File: config.mk
export PLATFORM = sky130hd
export DESIGN_NAME = escape_rle_byte_decoder_unit
export DESIGN_NICKNAME = d
export VERILOG_FILES = /design/src/design/erle_pkg.sv /design/src/design/escape_rle_byte_decoder_unit.sv
export SDC_FILE = /design/constraint.sdc
export NUM_CORES = 1
export LEC_CHECK = 0
export BUFFER_PORTS_ARGS = -buffer_cell sky130_fd_sc_hd__buf_2
export CAP_MARGIN = 20
export CORE_MARGIN = 2
export CORE_UTILIZATION = 49
export DETAILED_ROUTE_END_ITERATION = 7
export GPL_TIMING_DRIVEN = 0
export PLACE_DENSITY = 0.74
export SYNTH_ARGS = -nofsm -noshare
export SYNTH_HDL_FRONTEND = slang
export SYNTH_SLANG_ARGS = --single-unit
File: constraint.sdc
create_clock -name clk -period 2.6 [get_ports clk]
set_clock_uncertainty 0.1 [all_clocks]
set_input_delay 0.52 -clock clk [delete_from_list [all_inputs] [get_ports clk]]
set_output_delay 0.52 -clock clk [all_outputs]
set_load 0.05 [all_outputs]
File: src/design/erle_pkg.sv
package erle_pkg;

  localparam int BYTE_W            = 8;
  localparam int COUNT_W           = 9;
  localparam int OUT_TDATA_W       = 24;
  localparam int DEFAULT_RUN_OFFSET = 4;

  localparam logic [BYTE_W-1:0] LITERAL_ESCAPE_LEN = 8'hFF;

  typedef enum logic [1:0] {
    PH_AWAIT_CODE = 2'd0,
    PH_PLAIN      = 2'd1,
    PH_AWAIT_LEN  = 2'd2,
    PH_AWAIT_DATA = 2'd3
  } phase_t;

endpackage

File: src/design/escape_rle_byte_decoder_unit.sv
// escape run-length byte decoder
// an input transfer reaches its result on out_tvalid through
//   the input register, then decode into the result register
// throughput: one byte per cycle unless out_tready stalls; phase update is one compare step
// reset (rst_n low, synchronous): phase back to awaiting escape code, escape code and
//   pending length cleared, both pipeline registers emptied
module escape_rle_byte_decoder_unit
  import erle_pkg::*;
#(
  parameter int RUN_OFFSET = DEFAULT_RUN_OFFSET
) (
  input  logic                   clk,
  input  logic                   rst_n,
  input  logic                   in_tvalid,
  output logic                   in_tready,
  input  logic [BYTE_W-1:0]      in_tdata,   // [7:0] data_byte
  input  logic                   in_tuser,   // [0] stream_start
  output logic                   out_tvalid,
  input  logic                   out_tready,
  output logic [OUT_TDATA_W-1:0] out_tdata   // [7:0] out_byte, [16:8] repeat_count, zero pad
);

  // input register
  logic              s1_valid_r;
  logic [BYTE_W-1:0] s1_data_r;
  logic              s1_start_r;

  // decoder state
  phase_t            phase_r, phase_nxt;
  logic [BYTE_W-1:0] escape_r, escape_nxt;
  logic [BYTE_W-1:0] pending_r, pending_nxt;

  // result register
  logic               out_valid_r;
  logic [BYTE_W-1:0]  out_byte_r;
  logic [COUNT_W-1:0] out_count_r;

  logic               s2_free;
  logic               s1_fire;
  logic               res_valid;
  logic [BYTE_W-1:0]  res_byte;
  logic [COUNT_W-1:0] res_count;
  logic [COUNT_W-1:0] run_count;

  assign s2_free   = !out_valid_r || out_tready;
  assign s1_fire   = s1_valid_r && s2_free;
  assign in_tready = !s1_valid_r || s2_free;

  assign run_count = {1'b0, pending_r} + COUNT_W'(RUN_OFFSET);

  always_comb begin
    phase_nxt   = phase_r;
    escape_nxt  = escape_r;
    pending_nxt = pending_r;
    res_valid   = 1'b0;
    res_byte    = s1_data_r;
    res_count   = COUNT_W'(1);
    if (s1_start_r || phase_r == PH_AWAIT_CODE) begin
      // first byte of a stream is the escape code
      escape_nxt  = s1_data_r;
      pending_nxt = '0;
      phase_nxt   = PH_PLAIN;
    end else begin
      unique case (phase_r)
        PH_PLAIN: begin
          if (s1_data_r == escape_r) begin
            phase_nxt = PH_AWAIT_LEN;
          end else begin
            res_valid = 1'b1;
          end
        end
        PH_AWAIT_LEN: begin
          if (s1_data_r == LITERAL_ESCAPE_LEN) begin
            phase_nxt = PH_PLAIN;
            res_valid = 1'b1;
            res_byte  = escape_r;
          end else begin
            pending_nxt = s1_data_r;
            phase_nxt   = PH_AWAIT_DATA;
          end
        end
        PH_AWAIT_DATA: begin
          phase_nxt   = PH_PLAIN;
          pending_nxt = '0;
          res_count   = run_count;
          // zero count gives nothing
          res_valid   = (run_count != '0);
        end
        PH_AWAIT_CODE: begin
          phase_nxt = phase_r;
        end
      endcase
    end
  end

  always_ff @(posedge clk) begin
    if (!rst_n) begin
      s1_valid_r  <= 1'b0;
      phase_r     <= PH_AWAIT_CODE;
      escape_r    <= '0;
      pending_r   <= '0;
      out_valid_r <= 1'b0;
    end else begin
      if (in_tready) begin
        s1_valid_r <= in_tvalid;
      end
      if (s1_fire) begin
        phase_r   <= phase_nxt;
        escape_r  <= escape_nxt;
        pending_r <= pending_nxt;
      end
      if (s2_free) begin
        out_valid_r <= s1_fire && res_valid;
      end
    end
  end

  always_ff @(posedge clk) begin
    if (in_tready && in_tvalid) begin
      s1_data_r  <= in_tdata;
      s1_start_r <= in_tuser;
    end
    if (s1_fire && res_valid) begin
      out_byte_r  <= res_byte;
      out_count_r <= res_count;
    end
  end

  assign out_tvalid = out_valid_r;
  assign out_tdata  = {(OUT_TDATA_W - COUNT_W - BYTE_W)'(0), out_count_r, out_byte_r};

  // every transfer that gives a result leaves the decoder in plain phase
  a_result_back_to_plain: assert property (@(posedge clk) disable iff (!rst_n)
    s1_fire && res_valid |=> phase_r == PH_PLAIN)
    else $error("phase not plain after a result");

  // once a byte is decoded the escape code is known
  a_code_taken: assert property (@(posedge clk) disable iff (!rst_n)
    s1_fire |=> phase_r != PH_AWAIT_CODE)
    else $error("still awaiting escape code after a decoded byte");

  // a held length only exists while waiting for run data
  a_pending_only_in_data: assert property (@(posedge clk) disable iff (!rst_n)
    phase_r != PH_AWAIT_DATA |-> pending_r == '0)
    else $error("pending length outside run data phase");

  // a result never carries a zero count
  a_count_nonzero: assert property (@(posedge clk) disable iff (!rst_n)
    out_valid_r |-> out_count_r != '0)
    else $error("zero repeat count on output");

endmodule

# Yosys cells after proc, flatten, opt, wreduce, memory -nomap -nowiden
# Cells that the tools add are included.
# totals
rom_bits	0
output_inout_bits	26
mem_bits_rw	0
input_bits	13
reg_bits	46
n_memories	0
latch_bits	0
# op_classes
multipliers	0
bitwise_logic	1
n_div	0
muxes	14
addsub	1
n_shift	0
n_reduce_logical	15
eq_ne	8
n_lt_le_gt_ge	0
# op_table
cell	count
$mux W8	5
$pmux W8 S2	1
$add A8 B3 Y9 const B	1
$reduce_bool A9 Y1	1
$eq A8 B8 Y1	1
$eq A8 B8 Y1 const B	1
$mux W2	3
$ne A3 B3 Y1 const B	2
$pmux W2 S3	1
$reduce_and A3 Y1	2
$eq A2 B2 Y1 const B	2
$logic_and A1 B1 Y1	3
$logic_or A1 B1 Y1	3
$mux W1	3
$pmux W1 S3	1
$reduce_bool A3 Y1	1
$eq A2 B1 Y1 const B	1
$logic_not A1 Y1	2
$logic_not A2 Y1	1
$ne A2 B1 Y1 const B	1
$reduce_and A2 Y1	1
$reduce_or A2 Y1	1
$not A1 Y1	1

# Logic depth before layout (Yosys ltp)
# depth
word_depth	5
ltp_mapped	6
ltp_nobuf	6

# Worst setup path before layout
# OpenSTA, ideal clock, no wires.
# synth_timing
path_type	reg2reg
from	reg s1_data_r[5]
to	reg out_byte_r[0], enable pin
setup_slack_ns	-0.200
arrival_time_ns	2.291
path_stages_with_launch	5
setup_time_ns	0.409
path_cell_list	edfxtp_1 -> nand4_1 -> nor4b_4 -> inv_4 -> a2111oi_2
# synth_between
elab_chain_len	5
# synth_lines
item	line	rtl
start, declared	escape_rle_byte_decoder_unit.sv:25	logic [BYTE_W-1:0] s1_data_r;
start signal, assigned	escape_rle_byte_decoder_unit.sv:120	s1_data_r <= in_tdata;
$eq A8 B8 Y1 (on tied branches)	escape_rle_byte_decoder_unit.sv:73, escape_rle_byte_decoder_unit.sv:66	
$mux W1 (on tied branches)	escape_rle_byte_decoder_unit.sv:73, escape_rle_byte_decoder_unit.sv:66	
$pmux W1 S3 (*)	escape_rle_byte_decoder_unit.sv:64	unique case (phase_r)
$mux W1 (*)	escape_rle_byte_decoder_unit.sv:58	if (s1_start_r || phase_r == PH_AWAIT_CODE) begin
$logic_and A1 B1 Y1 (*)	escape_rle_byte_decoder_unit.sv:123	if (s1_fire && res_valid) begin
end signal, assigned	escape_rle_byte_decoder_unit.sv:124	out_byte_r <= res_byte;
end, declared	escape_rle_byte_decoder_unit.sv:35	logic [BYTE_W-1:0] out_byte_r;
# Every way passes the cells marked *; elsewhere a longest branch is shown, timed or not.
# A chain may end at the register's enable or synchronous reset.

# Worst setup path after layout
# layout_timing
from	reg s1_data_r[4]
to	reg out_count_r[3], enable pin
# layout_between
elab_chain_len	5
# layout_lines
item	line	rtl
$eq A8 B8 Y1 (on tied branches)	escape_rle_byte_decoder_unit.sv:73, escape_rle_byte_decoder_unit.sv:66	
$mux W1 (on tied branches)	escape_rle_byte_decoder_unit.sv:73, escape_rle_byte_decoder_unit.sv:66	
$pmux W1 S3 (*)	escape_rle_byte_decoder_unit.sv:64	
$mux W1 (*)	escape_rle_byte_decoder_unit.sv:58	
$logic_and A1 B1 Y1 (*)	escape_rle_byte_decoder_unit.sv:123	
end signal, assigned	escape_rle_byte_decoder_unit.sv:125	out_count_r <= res_count;
end, declared	escape_rle_byte_decoder_unit.sv:36	logic [COUNT_W-1:0] out_count_r;
# Marked as above.

==> impl_metrics.csv <==
group,metric,value,unit
pwr,power,1.44,mW
critical_path,crit_path_start_kind,"flip-flop",
timing,rsz0062_at_grt,"no",
critical_path,critical_path_arrival,2.20,ns
pwr,p_leak,1.02,nW
worst_hold_path,min-delay-start,"in_tdata[4]",
clocking,cts_resized,0,
synth,synth.avg_cell_area,12.0,um2
clocking,cts_max_level,2,
cells_and_area,diodes,0,
synth,synthArstFlopShare,0,
synth,netlist_area,0.00214,mm2
floorplan,die-area,0.00492,mm2
clocking,clk_pin_slew,0.08,ns
critical_path,r2r-start,"s1_data_r[4]$_DFFE_PP_",
synth,synth_top_area_share,0.364,
critical_path,cp-end-kind,"flip-flop",
placed_design,dpl.hpwl,2.77,mm
job,maxCapViolCount,0,
cells_and_area,nets,238,
floorplan,core_area,0.00429,mm2
status,status,"completed",
pwr,irDropWorstVdd,0.000550,V
synth,ys_ff_latch,46,
grt,grt_pass1_wl,6.45,mm
placed_design,gp_congestion,0.793,
grt,grt_overflow_total,0,
floorplan,boundaryPins,39,
timing,slew_violations,0,
clocking,clock_latency,0.30,ns
timing,setup_violations,0,
clocking,root_buffer,"clkbuf_8",
clocking,cts_max_path_buffers,2,
synth,synth_cell_type_count,43,
clocking,cts_sinks,46,
synth,synth_fa_ha_area_frac,0.0117,
drt,wl_per_cell,14.0,um
synth,synth_common_cells,"edfxtp_1, dfxtp_1, nand2_1",
timing,hold_viol_final,0,
synth,yosys.area_share.xor_xnor,0.0532,
drt,dr.pass1.iters,4,
cells_and_area,fin_util,0.588,
clocking,cts_buffers,5,
critical_path,cp_max_fo,17,
placed_design,numPortBuffers,31,
critical_path,ff2ff_setup_slack,0.32,ns
floorplan,fp.dieH,70.1,um
grt,grt_use_total,0.175,
floorplan,rows,24,
synth,yosysMostFrequentCell,"edfxtp_1",
synth,synth-edff-count,26,
timing,fin_crit,2.28,ns
synth,yosys.area.top_type,"edfxtp_1",
synth,synth_compound_area_frac,0.114,
drt,ant_nets,0,
clocking,hold_buffers,0,
clocking,cts_tree,"yes",
drt,postRouteWirelength,3.87,mm
critical_path,reg2reg_depth,5,
pwr,p_per_area,570,mW/mm2
drt,drc,0,
synth,synth-simple-area-share,0.161,
grt,antenna_found_initial,0,
drt,viasPerCell,5.20,
floorplan,start_util,0.499,
synth,netlist_top_cells_area,"edfxtp_1, dfxtp_1, xor2_1, mux2_4, a32o_1",
grt,grt_max_degree,18,
timing,post-route-period-util,0.876,
critical_path,crit_type,"flip-flop to flip-flop",
timing,fmax,439,MHz
cells_and_area,drive_above_1_share,0.286,
synth,seq_area_frac_synth,0.551,
synth,synthMuxAreaShare,0.0584,
synth,synth_top_family_by_area,"simple AND/OR/NAND/NOR gates",
synth,synth_cells,178,
synth,synth-warning-count,0,
worst_hold_path,hold_path_end,"s1_data_r[4]$_DFFE_PP_",
synth,synthFlopType,"edfxtp_1",
drt,num_vias,1436,
worst_hold_path,holdCritPathClass,"input port to flip-flop",
cells_and_area,syn_to_final_growth,17.8,%
worst_hold_path,min_path_cells,1,
critical_path,r2r-end,"out_count_r[3]$_SDFFCE_PP0P_",
floorplan,die_w,70.1,um
critical_path,worstPathRequired,2.52,ns
drt,drtIter0Drc,109,
grt,first_global_vias,1321,
## cell families (layout without fill, tap and decap cells)
| logic type | Yosys count | count (layout) |
|---|---|---|
| DFF | 46 | 46 |
| xor gates and xnor gates | 13 | 13 |
| buffers and inverters | 17 | 57 |
| adders and majority gates | 2 | 2 |
| AOI/OAI and AO/OA | 28 | 28 |
| muxes | 9 | 9 |
| and+or+nand+nor | 62 | 62 |
| other | 1 | 7 |
## area by class of cell
cell class	instances	area, um2
multi-input cells	121	892
clock buffers	6	72.6
clock inverters	2	33.8
fillers	379	1770
well taps	52	65.1
plain buffers	13	86.3
flip-flops and latches	46	1180
repair buffers	32	175
inverters	4	17.5
## what timing repair did
| action | CTS | global route |
|---|---|---|
| buffers inserted | 1 | 0 |
| hold endpoints to repair | 0 | 0 |
| endpoints found under the setup margin | 17 | 0 |
## placed cells by master, fill, tap and decap left out, types with 3 or more instances in the layout
| cell type | n |
|---|---|
| a32o_1 | 7 |
| nor3_1 | 3 |
| nor2b_1 | 4 |
| and3_1 | 3 |
| clkbuf_1 | 5 |
| nand2_1 | 18 |
| clkbuf_8 | 5 |
| nand3_1 | 12 |
| dfxtp_1 | 20 |
| xor2_1 | 13 |
| nor4_1 | 3 |
| nor2_1 | 8 |
| edfxtp_1 | 26 |
| buf_2 | 31 |
| buf_4 | 8 |
| a21boi_1 | 4 |
| mux2_4 | 7 |
| a21boi_0 | 4 |
| conb_1 | 7 |
## registers in the layout, summed over array words and instances, names as in the netlist
signal and cells:
s1_valid_r 1, out_count_r 9, escape_r 8, s1_start_r 1
pending_r 8, out_tvalid 1, phase_r 2, out_byte_r 8
s1_data_r 8
## routing by layer
| metal | global-route usage | part of all wire |
|---|---|---|
| met1 | 0.217 | 0.44 |
| met2 | 0.268 | 0.47 |
| met3 | 0.0649 | 0.064 |
| met4 | 0.0897 | 0.024 |
| met5 | 0 | 0 |
## power breakdown
group          internal, mW  switching, mW
combinational        0.0464         0.0721
sequential            0.784         0.0226
clock                 0.284          0.230
total                  1.11          0.325
## worst max-delay path by stage
stage | start | endpoint | slack, ns | cells past startpoint
final | s1_data_r[4]$_DFFE_PP_ | out_count_r[3]$_SDFFCE_PP0P_ | 0.32 | 5
after detailed placement | s1_data_r[0]$_DFFE_PP_ | out_count_r[7]$_SDFFCE_PP0P_ | -0.24 | 4
after floorplan | s1_data_r[5]$_DFFE_PP_ | out_byte_r[0]$_DFFE_PP_ | 0.23 | 4
after global routing | s1_data_r[4]$_DFFE_PP_ | out_byte_r[2]$_DFFE_PP_ | 0.18 | 5
after CTS | s1_data_r[0]$_DFFE_PP_ | out_count_r[3]$_SDFFCE_PP0P_ | 0.33 | 5
after global placement | s1_data_r[0]$_DFFE_PP_ | out_byte_r[6]$_DFFE_PP_ | -0.17 | 4
## stage by stage
step | cell area [um2] | cells | setup WS [ns] | hold WS (ns) | setup TNS, ns
6_report | 2520 | 276 | 0.322 | 0.291 | 0
5_1_grt | 2520 | 276 | 0.182 | 0.276 | 0
4_1_cts | 2520 | 276 | 0.328 | 0.286 | 0
3_5_place_dp | 2400 | 267 | -0.239 | 0.376 | -4.05
3_3_place_gp | 2400 | 267 | -0.174 | 0.367 | -2.94
2_1_floorplan | 2180 | 184 | 0.233 | 0.359 | 0
## worst max-delay path: stages, from the launching register on
cell       delay (ns)
edfxtp_1         0.48
nand4_1          0.18
nor4b_4          0.50
inv_4            0.11
a2111oi_4        0.42
buf_12           0.20
Note: power is estimated with default switching activity, not from simulation.
